===== src/hdl/chbd_pkg.sv =====
// Shared types, constants and helpers for the chunked body decoder.
// No dependencies; every other file refers to it by scoped names.
package chbd_pkg;

    localparam int unsigned SIZE_DIGITS_MAX = 8;
    localparam int unsigned DIGIT_CNT_W     = $clog2(SIZE_DIGITS_MAX + 1);
    localparam int unsigned COUNT_W         = 32;
    localparam int unsigned BYTE_W          = 8;
    localparam int unsigned STATUS_W        = 2;
    localparam int unsigned CFG_ADDR_W      = 1;

    localparam logic [BYTE_W-1:0] CHAR_CR = 8'h0D;
    localparam logic [BYTE_W-1:0] CHAR_LF = 8'h0A;

    localparam logic [CFG_ADDR_W-1:0] REG_MAX_BODY_BYTES     = 1'd0;
    localparam logic [CFG_ADDR_W-1:0] REG_LIMIT_CHECK_ENABLE = 1'd1;

    localparam logic [COUNT_W-1:0] MAX_BODY_BYTES_RST = 32'd1048576;

    typedef enum logic [3:0] {
        PH_SIZE,
        PH_SIZE_LF,
        PH_DATA,
        PH_DATA_CR,
        PH_DATA_LF,
        PH_LAST_CR,
        PH_LAST_LF,
        PH_DONE,
        PH_ERROR
    } t_phase;

    typedef enum logic [STATUS_W-1:0] {
        ST_PAYLOAD   = 2'd0,
        ST_COMPLETE  = 2'd1,
        ST_TOO_LARGE = 2'd2,
        ST_MALFORMED = 2'd3
    } t_status;

    typedef struct packed {
        logic                valid;
        logic [BYTE_W-1:0]   data;
        t_status             status;
        logic [COUNT_W-1:0]  length;
    } t_result;

    typedef struct packed {
        logic                is_hex;
        logic [3:0]          value;
    } t_hex;

    function automatic t_hex hex_decode(input logic [BYTE_W-1:0] c);
        t_hex r;
        r.is_hex = 1'b1;
        r.value  = 4'd0;
        if (c >= 8'h30 && c <= 8'h39) begin
            r.value = 4'(c - 8'h30);
        end else if (c >= 8'h41 && c <= 8'h46) begin
            r.value = 4'(c - 8'h41 + 8'd10);
        end else if (c >= 8'h61 && c <= 8'h66) begin
            r.value = 4'(c - 8'h61 + 8'd10);
        end else begin
            r.is_hex = 1'b0;
        end
        return r;
    endfunction

endpackage


===== src/hdl/chbd_parser.sv =====
// Parser state registers and the per-item next-state and result logic.
// Depends on chbd_pkg.
module chbd_parser (
    input  logic                          i_clk,
    input  logic                          i_rst_n,
    input  logic                          i_advance,
    input  logic [chbd_pkg::BYTE_W-1:0]   i_byte,
    input  logic                          i_start,
    input  logic [chbd_pkg::COUNT_W-1:0]  i_max_body_bytes,
    input  logic                          i_limit_en,
    output chbd_pkg::t_result             o_result
);

    chbd_pkg::t_phase                       r_phase, n_phase, cur_phase;
    logic [chbd_pkg::COUNT_W-1:0]           r_remain, n_remain, cur_remain;
    logic [chbd_pkg::COUNT_W-1:0]           r_count, n_count, cur_count;
    logic [chbd_pkg::DIGIT_CNT_W-1:0]       r_digits, n_digits, cur_digits;
    chbd_pkg::t_hex                         hex;
    logic [chbd_pkg::COUNT_W-1:0]           remain_dec;
    logic [chbd_pkg::COUNT_W-1:0]           count_inc;

    always_comb begin
        if (i_start) begin
            cur_phase  = chbd_pkg::PH_SIZE;
            cur_remain = '0;
            cur_count  = '0;
            cur_digits = '0;
        end else begin
            cur_phase  = r_phase;
            cur_remain = r_remain;
            cur_count  = r_count;
            cur_digits = r_digits;
        end
    end

    assign hex        = chbd_pkg::hex_decode(i_byte);
    assign remain_dec = cur_remain - 1'b1;
    assign count_inc  = (&cur_count) ? cur_count : cur_count + 1'b1;

    // next state
    always_comb begin
        n_phase  = cur_phase;
        n_remain = cur_remain;
        n_count  = cur_count;
        n_digits = cur_digits;
        unique case (cur_phase)
            chbd_pkg::PH_SIZE: begin
                if (i_byte == chbd_pkg::CHAR_CR) begin
                    n_phase = chbd_pkg::PH_SIZE_LF;
                end else if (hex.is_hex) begin
                    if (cur_digits >= chbd_pkg::DIGIT_CNT_W'(chbd_pkg::SIZE_DIGITS_MAX)) begin
                        n_phase = chbd_pkg::PH_ERROR;
                    end else begin
                        n_digits = cur_digits + 1'b1;
                        n_remain = {cur_remain[chbd_pkg::COUNT_W-5:0], hex.value};
                    end
                end
            end
            chbd_pkg::PH_SIZE_LF: begin
                if (i_byte != chbd_pkg::CHAR_LF) begin
                    n_phase = chbd_pkg::PH_ERROR;
                end else begin
                    n_digits = '0;
                    n_phase  = (cur_remain == '0) ? chbd_pkg::PH_LAST_CR : chbd_pkg::PH_DATA;
                end
            end
            chbd_pkg::PH_DATA: begin
                n_count  = count_inc;
                n_remain = remain_dec;
                if (i_limit_en && count_inc > i_max_body_bytes) begin
                    n_phase = chbd_pkg::PH_ERROR;
                end else if (remain_dec == '0) begin
                    n_phase = chbd_pkg::PH_DATA_CR;
                end
            end
            chbd_pkg::PH_DATA_CR: begin
                n_phase = (i_byte == chbd_pkg::CHAR_CR) ? chbd_pkg::PH_DATA_LF
                                                        : chbd_pkg::PH_ERROR;
            end
            chbd_pkg::PH_DATA_LF: begin
                if (i_byte != chbd_pkg::CHAR_LF) begin
                    n_phase = chbd_pkg::PH_ERROR;
                end else begin
                    n_phase  = chbd_pkg::PH_SIZE;
                    n_remain = '0;
                    n_digits = '0;
                end
            end
            chbd_pkg::PH_LAST_CR: begin
                n_phase = (i_byte == chbd_pkg::CHAR_CR) ? chbd_pkg::PH_LAST_LF
                                                        : chbd_pkg::PH_ERROR;
            end
            chbd_pkg::PH_LAST_LF: begin
                n_phase = (i_byte == chbd_pkg::CHAR_LF) ? chbd_pkg::PH_DONE
                                                        : chbd_pkg::PH_ERROR;
            end
            default: begin
            end
        endcase
    end

    // result
    always_comb begin
        o_result.valid  = 1'b0;
        o_result.data   = '0;
        o_result.status = chbd_pkg::ST_MALFORMED;
        o_result.length = cur_count;
        unique case (cur_phase)
            chbd_pkg::PH_SIZE: begin
                o_result.valid = (i_byte != chbd_pkg::CHAR_CR) && hex.is_hex &&
                    (cur_digits >= chbd_pkg::DIGIT_CNT_W'(chbd_pkg::SIZE_DIGITS_MAX));
            end
            chbd_pkg::PH_SIZE_LF, chbd_pkg::PH_DATA_LF, chbd_pkg::PH_LAST_CR: begin
                o_result.valid = (i_byte != chbd_pkg::CHAR_LF) ||
                                 (cur_phase == chbd_pkg::PH_LAST_CR);
                if (cur_phase == chbd_pkg::PH_LAST_CR) begin
                    o_result.valid = (i_byte != chbd_pkg::CHAR_CR);
                end
            end
            chbd_pkg::PH_DATA_CR: begin
                o_result.valid = (i_byte != chbd_pkg::CHAR_CR);
            end
            chbd_pkg::PH_DATA: begin
                o_result.valid  = 1'b1;
                o_result.length = count_inc;
                if (i_limit_en && count_inc > i_max_body_bytes) begin
                    o_result.status = chbd_pkg::ST_TOO_LARGE;
                end else begin
                    o_result.status = chbd_pkg::ST_PAYLOAD;
                    o_result.data   = i_byte;
                end
            end
            chbd_pkg::PH_LAST_LF: begin
                o_result.valid = 1'b1;
                if (i_byte == chbd_pkg::CHAR_LF) begin
                    o_result.status = chbd_pkg::ST_COMPLETE;
                end
            end
            default: begin
            end
        endcase
    end

    always_ff @(posedge i_clk) begin
        if (!i_rst_n) begin
            r_phase  <= chbd_pkg::PH_SIZE;
            r_remain <= '0;
            r_count  <= '0;
            r_digits <= '0;
        end else if (i_advance) begin
            r_phase  <= n_phase;
            r_remain <= n_remain;
            r_count  <= n_count;
            r_digits <= n_digits;
        end
    end

endmodule


===== src/hdl/chbd_out_reg.sv =====
// Result register on the master side, loaded by the parser and drained by tready.
// Depends on chbd_pkg.
module chbd_out_reg (
    input  logic                          i_clk,
    input  logic                          i_rst_n,
    input  logic                          i_load,
    input  chbd_pkg::t_result             i_result,
    input  logic                          i_ready,
    output logic                          o_free,
    output logic                          o_valid,
    output logic [chbd_pkg::BYTE_W-1:0]   o_data,
    output logic [chbd_pkg::STATUS_W-1:0] o_status,
    output logic [chbd_pkg::COUNT_W-1:0]  o_length
);

    logic r_valid;

    assign o_free  = !r_valid || i_ready;
    assign o_valid = r_valid;

    always_ff @(posedge i_clk) begin
        if (!i_rst_n) begin
            r_valid <= 1'b0;
        end else if (i_load && i_result.valid) begin
            r_valid <= 1'b1;
        end else if (i_ready) begin
            r_valid <= 1'b0;
        end
    end

    always_ff @(posedge i_clk) begin
        if (i_load && i_result.valid) begin
            o_data   <= i_result.data;
            o_status <= i_result.status;
            o_length <= i_result.length;
        end
    end

endmodule


===== src/hdl/http_chunked_body_decoder_core.sv =====
// Top level of the chunked body decoder: input register, config registers,
// parser and result register. Depends on chbd_pkg, chbd_parser, chbd_out_reg.
//
// Usage:
//   Slave channel carries one raw body byte per item in s_axis_tdata; the
//   tuser bit marks the first byte of a new body and clears the parser.
//   Master channel gives zero or one item per input byte: a payload byte,
//   body complete, too large or malformed, with the running decoded length.
//   An accepted byte passes from the input register through the combinational
//   parser into the result register. Throughput is one byte per cycle while the
//   result register is free; a byte that yields no result still takes its slot
//   through the parser, which steps once per cycle from its state registers.
//   Config writes via i_cfg_we/i_cfg_addr/i_cfg_wdata take effect at once and
//   belong in idle periods. Reset loads a limit of 1 MiB with the check on and
//   returns the parser to awaiting a size line.
//   When the receiver stalls, the result register holds and one more byte
//   waits in the input register; s_axis_tready then drops.
module http_chunked_body_decoder_core (
    input  logic                             i_clk,
    input  logic                             i_rst_n,
    input  logic                             s_axis_tvalid,
    output logic                             s_axis_tready,
    input  logic [7:0]                       s_axis_tdata,  // data_byte
    input  logic [0:0]                       s_axis_tuser,  // body_start
    output logic                             m_axis_tvalid,
    input  logic                             m_axis_tready,
    output logic [39:0]                      m_axis_tdata,  // payload_byte, body_length
    output logic [1:0]                       m_axis_tuser,  // status
    input  logic                             i_cfg_we,
    input  logic [chbd_pkg::CFG_ADDR_W-1:0]  i_cfg_addr,
    input  logic [chbd_pkg::COUNT_W-1:0]     i_cfg_wdata
);

    logic                          r_in_valid;
    logic [chbd_pkg::BYTE_W-1:0]   r_in_byte;
    logic                          r_in_start;
    logic [chbd_pkg::COUNT_W-1:0]  r_max_body_bytes;
    logic                          r_limit_en;
    logic                          out_free;
    logic                          advance;
    chbd_pkg::t_result             result;

    assign advance       = r_in_valid && out_free;
    assign s_axis_tready = !r_in_valid || advance;

    always_ff @(posedge i_clk) begin
        if (!i_rst_n) begin
            r_in_valid <= 1'b0;
        end else if (s_axis_tready) begin
            r_in_valid <= s_axis_tvalid;
        end
    end

    always_ff @(posedge i_clk) begin
        if (s_axis_tready && s_axis_tvalid) begin
            r_in_byte  <= s_axis_tdata;
            r_in_start <= s_axis_tuser[0];
        end
    end

    always_ff @(posedge i_clk) begin
        if (!i_rst_n) begin
            r_max_body_bytes <= chbd_pkg::MAX_BODY_BYTES_RST;
            r_limit_en       <= 1'b1;
        end else if (i_cfg_we) begin
            unique case (i_cfg_addr)
                chbd_pkg::REG_MAX_BODY_BYTES:     r_max_body_bytes <= i_cfg_wdata;
                chbd_pkg::REG_LIMIT_CHECK_ENABLE: r_limit_en       <= i_cfg_wdata[0];
                default: begin
                end
            endcase
        end
    end

    chbd_parser u_parser (
        .i_clk            (i_clk),
        .i_rst_n          (i_rst_n),
        .i_advance        (advance),
        .i_byte           (r_in_byte),
        .i_start          (r_in_start),
        .i_max_body_bytes (r_max_body_bytes),
        .i_limit_en       (r_limit_en),
        .o_result         (result)
    );

    chbd_out_reg u_out (
        .i_clk    (i_clk),
        .i_rst_n  (i_rst_n),
        .i_load   (advance),
        .i_result (result),
        .i_ready  (m_axis_tready),
        .o_free   (out_free),
        .o_valid  (m_axis_tvalid),
        .o_data   (m_axis_tdata[7:0]),
        .o_status (m_axis_tuser),
        .o_length (m_axis_tdata[39:8])
    );

endmodule


===== config.mk =====
export PLATFORM = sky130hd
export DESIGN_NAME = http_chunked_body_decoder_core
export DESIGN_NICKNAME = d
export VERILOG_FILES = /design/src/hdl/chbd_pkg.sv /design/src/hdl/chbd_parser.sv /design/src/hdl/chbd_out_reg.sv /design/src/hdl/http_chunked_body_decoder_core.sv
export SDC_FILE = /design/constraint.sdc
export NUM_CORES = 1
export LEC_CHECK = 0
export BUFFER_PORTS_ARGS = -buffer_cell sky130_fd_sc_hd__buf_2
export CORE_AREA = 2 2 143 173
export DETAILED_ROUTE_END_ITERATION = 7
export DIE_AREA = 0 0 145 175
export GPL_ROUTABILITY_DRIVEN = 0
export RECOVER_POWER = 50
export SLEW_MARGIN = 20
export SYNTH_ARGS = -nofsm -noshare
export SYNTH_HDL_FRONTEND = slang
export SYNTH_SLANG_ARGS = --single-unit

===== constraint.sdc =====
create_clock -name i_clk -period 7 [get_ports i_clk]
set_input_delay 1.4 -clock i_clk [delete_from_list [all_inputs] [get_ports i_clk]]
set_output_delay 1.4 -clock i_clk [all_outputs]
set_load 0.02 [all_outputs]

Word-level counts from Yosys, hierarchy flattened --
Index checks and enable logic that the tools add are counted.
Word-level totals: bits in read-only memories 0, register bits after elaboration 158, memory bits (writable) 0, input port bits 47, logic and storage cells 107, memories kept 0, output and inout bits 44, latch bits 0
Cells by class: add/subtract/negate cells 8, order comparisons 8, muxes and demuxes 41, bitwise logic cells 2, equality and inequality tests 10, multiply operators 0, divide/modulo/power cells 0, shift operators 0, reductions and logical operators 25
Operators by type and width (count):
- two-way mux 32 bit | 8
- one-hot mux 32 bit (3 select lines) | 1
- two-way mux 4 bit | 19
- zero test 32 bit | 2
- adder 32 x 1 -> 32 bit, second input constant | 1
- > comparator 32 bit | 1
- AND reduction 32 bit | 1
- subtractor 32 x 1 -> 32 bit, second input constant | 1
- one-hot mux 4 bit (7 select lines) | 1
- == test 8 x 4 -> 1 bit, second input constant | 2
- >= comparator 8 x 7 -> 1 bit, second input constant | 2
- less-or-equal comparator 8 x 7 -> 1 bit, second input constant | 2
- != test 8 x 4 -> 1 bit, second input constant | 2
- == test 4 x 3 -> 1 bit, second input constant | 3
- subtractor 4 x 1 -> 4 bit, second input constant | 3
- logical AND 1 bit | 9
- adder 4 bit, second input constant | 2
- == test 4 x 2 -> 1 bit, second input constant | 2
- >= comparator 8 x 6 -> 1 bit, second input constant | 1
- less-or-equal comparator 8 x 6 -> 1 bit, second input constant | 1
- one-hot mux 4 bit (2 select lines) | 1
- two-way mux 1 bit | 6
- OR reduction 2 bit | 3
- adder 4 x 1 -> 4 bit, second input constant | 1
- other kinds (13) | 19

Logic depth before layout (Yosys ltp) --
Gate-level depths: netlist (run 1).
depth after elaboration 10, depth in mapped cells 24, gate-level depth less buffers 19

Modules after synthesis --
From an unflattened synthesis (run 1), not the netlist that was laid out.
Unflattened totals: cells, all modules 1243, area total of the unflattened synthesis 10491.3 sq um
By module, submodules not included:
- chbd_parser | area an instance 7493.4 sq um, times used 1, cells each 1037
- http_chunked_body_decoder_core | area an instance 1684.1 sq um, times used 1, cells each 159
- chbd_out_reg | area an instance 1313.8 sq um, times used 1, cells each 47

Worst setup path before layout (run 1) --
Ideal clock, no wire load.
path kind reg-to-reg, start register r_in_start, end register u_out.o_status[1] (netlist name) (data pin), path buffers 5, library setup time 0.272 ns, cell stages (with the launch flop) 24, slack 1.524 ns, arrival 5.205 ns, path through edfxtp_1 clkbuf_1 clkbuf_1 clkbuf_1 clkbuf_1 nor2b_1 ha_1 and3_1 and4_1 nand4_1 clkbuf_1 nand2_1 nor2_1 nand3_1 xor2_1 nor2_1 ha_1 nand4_1 nor2_1 a221o_1 o311a_1 o211ai_4 nor2_1 or4b_1
RTL lines:
- start, declared | RTL line http_chunked_body_decoder_core.sv:36 | logic r_in_start;
- start signal, assigned | RTL line http_chunked_body_decoder_core.sv:57 | r_in_start <= s_axis_tuser[0];
- end signal, assigned | RTL line chbd_out_reg.sv:34 | o_status <= i_result.status;
- end, declared | RTL line chbd_out_reg.sv:12 | output logic [chbd_pkg::STATUS_W-1:0] o_status,

==> metrics.yaml, run 1 <==
run_status:
  status: "finished, violations left"
  violations: "max-capacitance violations, max-slew violations"
routing:
  drt_pass1_iterations: 6
  via_count: 9424
  detail_route.wirelength_um: 29470
  drt.antenna.violating_nets: 0
  post-route-drc-count: 0
  vias_per_cell: 5.677
  avgRoutedWirePerCell_um: 17.75
  drt-initial-drc-count: 643
power_and_ir_drop:
  power_frac_clock: 0.448
  share_seq_of_total_power: 0.434
  static-leakage-power_nw: 4.085
  powerDensity_nw_per_um2: 196.3
  vdd.ir_drop.worst_uv: 153.1
  switching_power_mw: 0.5889
  power_switching_share: 0.2571
  power.share.combinational: 0.118
  internal_power_mw: 1.702
die:
  die-width_um: 145
  floorplan.io_pins: 91
  die_area_um2: 25380
  die_height_um: 175
  starting_utilization_of_the_core_area: 0.4452
  placement_rows: 62
  placeable_core_region_um2: 23660
grt:
  globalRoute.totalOverflow: 0
  grt_first_pass_wirelength_um: 47830
  grt_max_degree: 111
  antenna_found_initial: 0
  via_count_of_the_first_global_routing_pass: 8996
  grt.total_usage: 0.2330
clocking:
  path_clk_slew_ps: 70
  clock-root-buffer: "sky130_fd_sc_hd__clkbuf_16"
  post_cts.repair.setup_buffers: 0
  hold_buffers: 0
  tritoncts: "done"
  cts_htree_levels: 4
  maximum_root_to_sink_buffer_count: 2
  cts_num_sinks: 158
  post_cts_resize_count: 0
  clock_buffers_created_by_tritoncts: 17
  clk-insertion-delay-late_ps: 440
logic_synthesis:
  ys_dominant_reg_cell: "sky130_fd_sc_hd__dfxtp_1"
  count_of_mapped_cells_out_of_synthesis: 1307
  syn_nets: 1395
  yosys_warnings: 0
  synth.yosys.seq_area_share: 0.3487
  synth_cell_type_count: 85
  synth_area_per_cell_um2: 8.060
  synth_edf_count: 51
  synth-seq-cells: 158
  post_synth_instance_area_um2: 10530
  postSynth.asyncResetShare: 0
hold_path:
  hold-path-cell-count: 2
  worstHoldPathType: "register to register"
  hp-start: "r_max_body_bytes[13]$_SDFFE_PN0P_"
  whs_endpoint: "r_max_body_bytes[13]$_SDFFE_PN0P_"
critical_path:
  r2r_end: "u_out.o_status[1]$_DFFE_PP_"
  critPathMostFrequentCell: "sky130_fd_sc_hd__nand4_1"
  rrSetupSlack_ps: 1210
  timing.rr.start: "r_in_start$_DFFE_PP_"
  ff2ff_path_depth: 17
  crit_required_ps: 7170
  critPathBufInv: 0
  critPathKind: "register to register"
  crit_path_max_fanout: 20
  crit_path_start_kind: "register"
  slowest_delay_ps: 700
  worstPathCellList: "nor2b_1, ha_1, and3_1, nand4_1, or3_1, o21ai_1, nor3_1, nand3_1, xor2_1, nor2_1, ha_1, nand4_1, nor4_1, nand4_1, o211ai_4, nor2_1, or4b_1"
  worstPathArrival_ps: 5960
  slowest_stage_cell_crit_path: "sky130_fd_sc_hd__edfxtp_1"
  crit_path_leading_delay_family: "simple AND/OR/NAND/NOR gates"
  timing.critical_path.to_type: "register"
sta:
  final-max-slew-violation-count: 135
  final.period_utilization: 0.8273
  finalSetupViolations: 0
  timing.slew.headroom: -0.6411
  achievable-frequency_mhz: 172.7
  final.setup.tns_ps: 0
  period_minus_slack_ps: 5791
  final-hold-violation-count: 0
  skew_ps: 9.562
  rsz0062_at_grt: "no"
  worst-slew-pin-transition_ps: 2462
placed_design:
  numPortBuffers: 90
  place.detailed.instances: 1628
  detailed_place_hpwl_um: 20320
layout:
  final_instance_count_excl_fillers: 1660
  drive_gt1_frac: 0.08134
  fin_nets: 1415
  final_common_cell: "sky130_fd_sc_hd__nand2_1"
  syn_to_final_growth_pct: 10.77
  layout_common_cells: "sky130_fd_sc_hd__nand2_1, sky130_fd_sc_hd__dfxtp_1, sky130_fd_sc_hd__nor2_1"
  antenna-diode-count: 0
job:
  max_cap_violations: 3
==> worst max-delay path by stage <==
stage                              start                          end  slack [ps]  cells after the start
CTS                 r_in_start$_DFFE_PP_  u_out.o_status[1]$_DFFE_PP_        1180                     17
global placement    r_in_start$_DFFE_PP_  u_out.o_status[1]$_DFFE_PP_        1430                     17
floorplan           r_in_start$_DFFE_PP_  u_out.o_status[1]$_DFFE_PP_        1520                     23
global route        r_in_start$_DFFE_PP_  u_out.o_status[1]$_DFFE_PP_         860                     17
detailed placement  r_in_start$_DFFE_PP_  u_out.o_status[1]$_DFFE_PP_        1230                     17
finish              r_in_start$_DFFE_PP_  u_out.o_status[1]$_DFFE_PP_        1210                     17
==> cell usage after synthesis, drive strengths merged (5+ instances only) <==
| cell type | instances | area, um2 |
|---|---|---|
| nor2 | 101 | 379.1 |
| nand3b | 9 | 67.56 |
| inv | 46 | 172.7 |
| nand3 | 38 | 190.2 |
| o211ai | 11 | 96.34 |
| a22o | 11 | 96.34 |
| xnor2 | 43 | 376.6 |
| nor3 | 21 | 110.1 |
| o21ai | 97 | 485.5 |
| nand2b | 9 | 56.30 |
| or2 | 5 | 31.28 |
| mux2i | 21 | 210.2 |
| clkbuf | 91 | 341.6 |
| nor3b | 7 | 57.55 |
| nor4 | 25 | 190.2 |
| nand4 | 20 | 131.4 |
| a22oi | 20 | 150.1 |
| or3 | 13 | 81.33 |
| and2 | 14 | 87.59 |
| a21oi | 52 | 260.3 |
| a21boi | 49 | 367.9 |
| o31ai | 9 | 67.56 |
| xor2 | 35 | 306.5 |
| ha | 41 | 513.0 |
| nor2b | 45 | 281.5 |
| and4 | 9 | 78.83 |
| o22ai | 19 | 118.9 |
| or4 | 5 | 41.29 |
| dfxtp | 107 | 2142 |
| and3 | 15 | 93.84 |
| a31oi | 14 | 87.58 |
| edfxtp | 51 | 1531 |
| nand2 | 181 | 679.4 |
| buf | 11 | 72.57 |
==> worst min-delay path, cell delays in order, from the launching register on <==
cell and delay [ps]:
sky130_fd_sc_hd__dfxtp_1 310, sky130_fd_sc_hd__nand2_1 40, sky130_fd_sc_hd__a21boi_0 60
==> logic make-up (layout without fill, tap and decap cells) <==
kind of cell             Yosys count  in the layout  synth area share
AO/OA/AOI/OAI                    326            326            0.2022
XOR/XNOR                          78             78           0.06485
adder cells (fa/ha/maj)           42             42           0.04965
buffers and inverters            148            181           0.05571
flip-flops                       158            158            0.3487
multiplexers                      25             25           0.02423
AND/OR/NAND/NOR                  530            530            0.2547
==> per-stage QoR <==
step	hold WS, ps	worst slack (ps)	utilization	area, um2	total power, mW
floorplan	443.5	1524	-	10530	1.203
global placement	450.8	1425	0.4685	11090	1.281
detailed placement	457.8	1231	0.4685	11090	1.284
CTS	466.1	1184	0.4960	11740	2.307
global route	481.1	856.8	0.4932	11670	2.380
finish	464.2	1209	0.4932	11670	2.291
==> flip-flops by register name, indices dropped and copies added (netlist names) <==
signal / cells
r_max_body_bytes: 32
u_out.o_length: 32
u_parser.r_count: 32
u_parser.r_remain: 32
r_in_byte: 8
u_out.o_data: 8
u_parser.r_digits: 4
u_parser.r_phase: 4
u_out.o_status: 2
r_in_start: 1
r_in_valid: 1
r_limit_en: 1
u_out.o_valid: 1
==> layer usage <==
metal  vias to the layer above  track usage  part of all wire
met5                         -            0                 0
met4                         0      0.08787             0.027
met3                        51      0.03943             0.042
met2                       262       0.4044              0.49
met1                      4411       0.2903              0.44
li1                       4700            -                 -
==> power by group through the flow <==
| stage | Sequential [mW] | Combinational (mW) | Clock, mW |
|---|---|---|---|
| after floorplan | 1.01 | 0.196 | 0 |
| after global placement | 1.01 | 0.268 | 0 |
| after detailed placement | 1.01 | 0.270 | 0 |
| after CTS | 0.993 | 0.271 | 1.04 |
| after global routing | 0.997 | 0.303 | 1.08 |
| final | 0.994 | 0.271 | 1.03 |
==> area by class of cell <==
cell class                      instances  area [um2]
Clock inverter                          8       125.1
Fill cell                            2305       11990
Clock buffer                           24       525.5
Inverter                               46       172.7
Timing Repair Buffer                  103       485.5
Multi-Input combinational cell       1001        6286
Sequential cell                       158        3674
Tap cell                              320       400.4
Power figures use the tool's default switching activity.
==> inputs of run 2 (changes only) <==
Clock period 7 ns to 4.9 ns, I/O delays scaled along.
==> metrics.yaml, run 2 (synthesized netlist as in run 1, its figures left out) <==
critical_path:
  timing.rr.start: "r_in_start$_DFFE_PP_"
  crit_path_start_kind: "register"
  rrSetupSlack_ps: 220  # -990 ps
  crit_required_ps: 5210  # -1960 ps
  worstPathArrival_ps: 4990  # -970 ps
  ff2ff_path_depth: 12  # -5
  crit_path_max_fanout: 32  # +60%
  r2r_end: "u_parser.r_count[17]$_SDFFE_PN0P_"
  timing.critical_path.to_type: "register"
  critPathKind: "register to register"
clocking:
  tritoncts: "done"
  path_clk_slew_ps: 60  # about the same
  post_cts.repair.setup_buffers: 0  # unchanged
  maximum_root_to_sink_buffer_count: 2  # unchanged
  clk-insertion-delay-late_ps: 430  # about the same
  cts_htree_levels: 4  # unchanged
  clock_buffers_created_by_tritoncts: 17  # unchanged
  cts_num_sinks: 158  # unchanged
  clock-root-buffer: "sky130_fd_sc_hd__clkbuf_16"
placed_design:
  detailed_place_hpwl_um: 21200  # +4.3%
  placed_cell_area_um2: 11260  # +1.5%
  place.detailed.instances: 1648  # +1.2%
  numPortBuffers: 90  # unchanged
die:
  die-width_um: 145  # unchanged
  placement_rows: 62  # unchanged
  die_area_um2: 25380  # unchanged
  starting_utilization_of_the_core_area: 0.4452  # unchanged
  placeable_core_region_um2: 23660  # unchanged
  floorplan.io_pins: 91  # unchanged
  die_height_um: 175  # unchanged
power_and_ir_drop:
  static-leakage-power_nw: 4.169  # +2.1%
  total_power_mw: 3.199  # +40%
  powerDensity_nw_per_um2: 270.8  # +38%
  vdd.ir_drop.worst_uv: 218.7  # +43%
sta:
  worst-slew-pin-transition_ps: 3293  # +831.2 ps
  achievable-frequency_mhz: 213.6  # +24%
  timing.slew.headroom: -1.195  # -0.5541
  finalSetupViolations: 0  # unchanged
  final-hold-violation-count: 0  # unchanged
  period_minus_slack_ps: 4681  # -1110 ps
  final-max-slew-violation-count: 145  # +7.4%
  skew_ps: 11.77  # +2.210 ps
  final.period_utilization: 0.9554  # +0.1281
grt:
  globalRoute.totalOverflow: 0  # unchanged
  grt.total_usage: 0.2383  # +0.005289
  via_count_of_the_first_global_routing_pass: 9216  # +2.4%
  grt_first_pass_wirelength_um: 49070  # +2.6%
  antenna_found_initial: 1  # +1
  grt_max_degree: 87  # -22%
hold_path:
  hold-path-cell-count: 2  # unchanged
  hp-start: "r_max_body_bytes[31]$_SDFFE_PN0P_"
  worstHoldPathType: "register to register"
  whs_endpoint: "r_max_body_bytes[31]$_SDFFE_PN0P_"
routing:
  post-route-drc-count: 0  # unchanged
  drt_pass1_iterations: 5  # -1
  detail_route.wirelength_um: 30480  # +3.4%
  avgRoutedWirePerCell_um: 18.15  # +2.2%
  drt.antenna.violating_nets: 0  # unchanged
  vias_per_cell: 5.772  # +1.7%
  via_count: 9697  # +2.9%
  drt-initial-drc-count: 766  # +19%
layout:
  fin_nets: 1435  # +1.4%
  syn_to_final_growth_pct: 12.13
  drive_gt1_frac: 0.09706  # +0.01572
  layout_common_cells: "sky130_fd_sc_hd__nand2_1, sky130_fd_sc_hd__dfxtp_1, sky130_fd_sc_hd__nor2_1"
  design_area_um2: 11810  # +1.2%
  final_instance_count_excl_fillers: 1680  # +1.2%
  antenna-diode-count: 0  # unchanged
  final_common_cell: "sky130_fd_sc_hd__nand2_1"
  layout.core_utilization: 0.4992  # +0.006029
job:
  max_cap_violations: 3  # unchanged
run_status:
  status: "finished, violations left"
  violations: "max-capacitance violations, max-slew violations"
==> run 2: cell types whose count changed in the layout (fill, tap and decap cells not counted), moves of 2 or more <==
| cell | before | now |
|---|---|---|
| sky130_fd_sc_hd__a21boi_0 | 36 | 39 |
| sky130_fd_sc_hd__clkinv_2 | 1 | 3 |
| sky130_fd_sc_hd__buf_4 | 7 | 29 |
| sky130_fd_sc_hd__nor2b_1 | 44 | 42 |
| sky130_fd_sc_hd__bufinv_16 | 3 | 1 |
| sky130_fd_sc_hd__nor2_1 | 101 | 99 |
| sky130_fd_sc_hd__clkbuf_1 | 53 | 55 |
| sky130_fd_sc_hd__a21boi_1 | 13 | 10 |
| sky130_fd_sc_hd__nor2_2 | 0 | 2 |
| sky130_fd_sc_hd__clkinvlp_4 | 2 | 0 |
==> run 2: metrics by stage <==
step,TNS [ps],setup slack [ps],hold WS (ps)
final,0,218.6,464.6
after global routing,-4.091,-4.091,483.4
after CTS,0,293.3,467.6
after detailed placement,0,326.8,459.6
after global placement,0,415.2,452.4
after floorplan,0,25.79,443.5
==> run 2: routing by layer <==
layer,global-route usage,vias up,wire length [um]
met5,0,-,0
met4,0.1048,0,1029
met3,0.03551,65,1253
met2,0.4105,290,15050
met1,0.2964,4610,13160
li1,-,4732,-
==> run 2: worst max-delay path by stage <==
stage | cells past startpoint | from | to
after floorplan | 22 | r_in_start$_DFFE_PP_ | u_out.o_status[1]$_DFFE_PP_
after global placement | 18 | r_in_start$_DFFE_PP_ | u_out.o_status[1]$_DFFE_PP_
after detailed placement | 18 | r_in_start$_DFFE_PP_ | u_out.o_status[1]$_DFFE_PP_
after CTS | 17 | r_in_start$_DFFE_PP_ | u_out.o_status[1]$_DFFE_PP_
after global routing | 19 | r_in_start$_DFFE_PP_ | u_out.o_status[1]$_DFFE_PP_
final | 12 | r_in_start$_DFFE_PP_ | u_parser.r_count[17]$_SDFFE_PN0P_
==> run 2: worst max-delay path, stage by stage (launching register included) <==
cell	delay (ps)
sky130_fd_sc_hd__edfxtp_1	490
sky130_fd_sc_hd__buf_4	270
sky130_fd_sc_hd__buf_4	270
sky130_fd_sc_hd__inv_2	80
sky130_fd_sc_hd__buf_4	210
sky130_fd_sc_hd__buf_4	340
sky130_fd_sc_hd__and4_1	260
sky130_fd_sc_hd__clkbuf_1	1220
sky130_fd_sc_hd__nand4_1	630
sky130_fd_sc_hd__nor2_1	420
sky130_fd_sc_hd__o21ai_0	120
sky130_fd_sc_hd__a22oi_1	170
sky130_fd_sc_hd__nor2b_1	60
==> run 2: area by class of cell <==
cell class	count	area [um2]
repair buffers	123	625.6
fillers	2379	11850
clock buffers	28	571.8
inverters	46	172.7
well taps	320	400.4
clock inverters	4	45.04
multi-input cells	1001	6322
flip-flops and latches	158	3674
==> run 2: repair_timing <==
item / 4_1_cts / 5_1_grt
resized for setup: 0 / 2
setup endpoints to repair: 0 / 1
hold buffers: 0 / 0
hold endpoints to repair: 0 / 0
==> run 2: power by group <==
group          leakage, nW  switching (mW)  internal, mW
logic                 2.58           0.253         0.146
registers             1.29          0.0352          1.38
clock network        0.305           0.535         0.847
==> inputs of run 3 (changes only) <==
Settings changed: SETUP_SLACK_MARGIN set to 0.4.
==> metrics.yaml, run 3 (synthesized netlist as in run 1, its figures left out) <==
power_and_ir_drop:
  total_power_mw: 3.143  # -1.7%
  vdd.ir_drop.worst_uv: 223.5  # +2.2%
  powerDensity_nw_per_um2: 263.3  # -2.8%
  static-leakage-power_nw: 4.198  # +0.71%
grt:
  grt.busiest_layer: "met2"
  met2_usage_in_global_routing: 0.3970  # -0.01349
  grt.total_usage: 0.2336  # -0.004652
  antenna_found_initial: 0  # -1
  grt_first_pass_wirelength_um: 48190  # -1.8%
  grt_max_degree: 73  # -16%
  grt_util_met1: 0.2989  # +0.002513
  gr-usage-met3: 0.03473  # -0.0007833
  globalRoute.totalOverflow: 0  # unchanged
  via_count_of_the_first_global_routing_pass: 9167  # -0.53%
critical_path:
  worstPathArrival_ps: 4700  # -290 ps
  timing.rr.start: "r_in_start$_DFFE_PP_"
  timing.critical_path.to_type: "register"
  crit_path_start_kind: "register"
  crit_path_max_fanout: 5  # -84%
  slowest_delay_ps: 520  # -700 ps
  slowest_stage_cell_crit_path: "sky130_fd_sc_hd__or4b_1"
  crit_start: "r_in_start$_DFFE_PP_"
  crit_required_ps: 5080  # -130 ps
  worstPathCellList: "nor2b_2, ha_4, and3_4, nand4_1, buf_4, nor2_1, nand4_1, or3_1, a21oi_2, ha_1, nand2_1, o21ai_0, a221oi_2, nand3_2, o211ai_4, nor2_1, or4b_1"
  critPathKind: "register to register"
routing:
  drt_pass1_iterations: 6  # +1
  drt-initial-drc-count: 1011  # +32%
  drt.antenna.violating_nets: 0  # unchanged
  via_count: 9715  # +0.19%
  avgRoutedWirePerCell_um: 18.07  # -0.44%
  detail_route.wirelength_um: 30490  # about the same
  vias_per_cell: 5.755  # -0.29%
  post-route-drc-count: 0  # unchanged
clocking:
  clock_buffers_created_by_tritoncts: 17  # unchanged
  maximum_root_to_sink_buffer_count: 2  # unchanged
  path_clk_slew_ps: 70  # about the same
  clk-insertion-delay-late_ps: 440  # about the same
  tritoncts: "done"
  hold_buffers: 0  # unchanged
  clock-root-buffer: "sky130_fd_sc_hd__clkbuf_16"
  cts_num_sinks: 158  # unchanged
  cts_htree_levels: 4  # unchanged
sta:
  rsz0062_at_grt: "yes"
  worst-slew-pin-transition_ps: 2854  # -438.6 ps
  final-hold-violation-count: 0  # unchanged
  final-max-slew-violation-count: 132  # -9.0%
  skew_ps: 13.10  # +1.324 ps
  final.period_utilization: 0.9239  # -0.03150
  timing.slew.headroom: -0.9029  # +0.2924
  finalSetupViolations: 0  # unchanged
  final.setup.tns_ps: 0  # unchanged
  period_minus_slack_ps: 4527  # -154.4 ps
  achievable-frequency_mhz: 220.9  # +3.4%
hold_path:
  worstHoldPathType: "register to register"
  hp-start: "r_max_body_bytes[18]$_SDFFE_PN0P_"
run_status:
  violations: "max-capacitance violations, max-slew violations"
  status: "finished, violations left"
layout:
  fin_nets: 1443  # +0.56%
  layout_common_cells: "sky130_fd_sc_hd__nand2_1, sky130_fd_sc_hd__dfxtp_1, sky130_fd_sc_hd__nor2_1"
  nFillCells: 2299  # -3.4%
  syn_to_final_growth_pct: 13.33
  final_common_cell: "sky130_fd_sc_hd__nand2_1"
  drive_gt1_frac: 0.1162  # +0.01917
  antenna-diode-count: 0  # unchanged
die:
  placeable_core_region_um2: 23660  # unchanged
  die_height_um: 175  # unchanged
  die-width_um: 145  # unchanged
  die_area_um2: 25380  # unchanged
  starting_utilization_of_the_core_area: 0.4452  # unchanged
  placement_rows: 62  # unchanged
  floorplan.io_pins: 91  # unchanged
placed_design:
  numPortBuffers: 90  # unchanged
  detailed_place_hpwl_um: 20270  # -4.4%
job:
  max_cap_violations: 3  # unchanged
==> run 3: metrics by stage <==
step / area [um2] / hold slack [ps] / util / instances / worst slack [ps]
after floorplan: 10610 / 443.5 / - / 1307 / 160.8
after global placement: 11210 / 452.5 / 0.4740 / 1641 / 407.7
after detailed placement: 11220 / 459.7 / 0.4743 / 1641 / 277.0
after CTS: 11810 / 468.9 / 0.4990 / 1674 / 400.2
after global routing: 11940 / 487.6 / 0.5045 / 1688 / 151.6
final: 11940 / 468.2 / 0.5045 / 1688 / 372.9
==> run 3: critical path: cells and delay by family (launching register included) <==
family	cells	cell delay [ps]
flops	1	510
buf+inv	1	200
compound gates	4	860
simple gates	10	2250
fa+ha+maj	2	440
==> run 3: final timing paths <==
kind         slack, ps                                 to  cells past startpoint
max                370        u_out.o_status[1]$_DFFE_PP_                     17
min                470  r_max_body_bytes[18]$_SDFFE_PN0P_                      2
max reg2reg        370        u_out.o_status[1]$_DFFE_PP_                     17
min reg2reg        470  r_max_body_bytes[18]$_SDFFE_PN0P_                      2
==> run 3: final cells by class <==
cell class,instances,area (um2),share of cell area
Multi-Input combinational cell,1001,6410,0.5369
Sequential cell,158,3674,0.3077
Timing Repair Buffer,131,719.4,0.06027
Clock buffer,19,432.9,0.03626
Tap cell,320,400.4,0.03354
Inverter,46,172.7,0.01446
Clock inverter,13,128.9,0.01080
==> run 3: report_power, final <==
group          internal (mW)  switching, mW
registers               1.38         0.0356
logic                  0.149          0.255
clock network          0.711          0.611
total                   2.24          0.902
==> run 3: repair_timing <==
| item | in CTS | in global routing |
|---|---|---|
| pin swaps | 1 | 20 |
| setup buffers | 1 | 13 |
| endpoints found under the setup margin | 2 | 12 |
| gates cloned | 0 | 1 |
| gates resized for setup | 3 | 18 |
| endpoints found under the hold margin | 0 | 0 |
==> run 3: metal layers <==
metal | up-vias | wire length, um
met5 | - | 0
met4 | 0 | 804
met3 | 65 | 1364
met2 | 323 | 14920
met1 | 4569 | 13400
li1 | 4758 | -
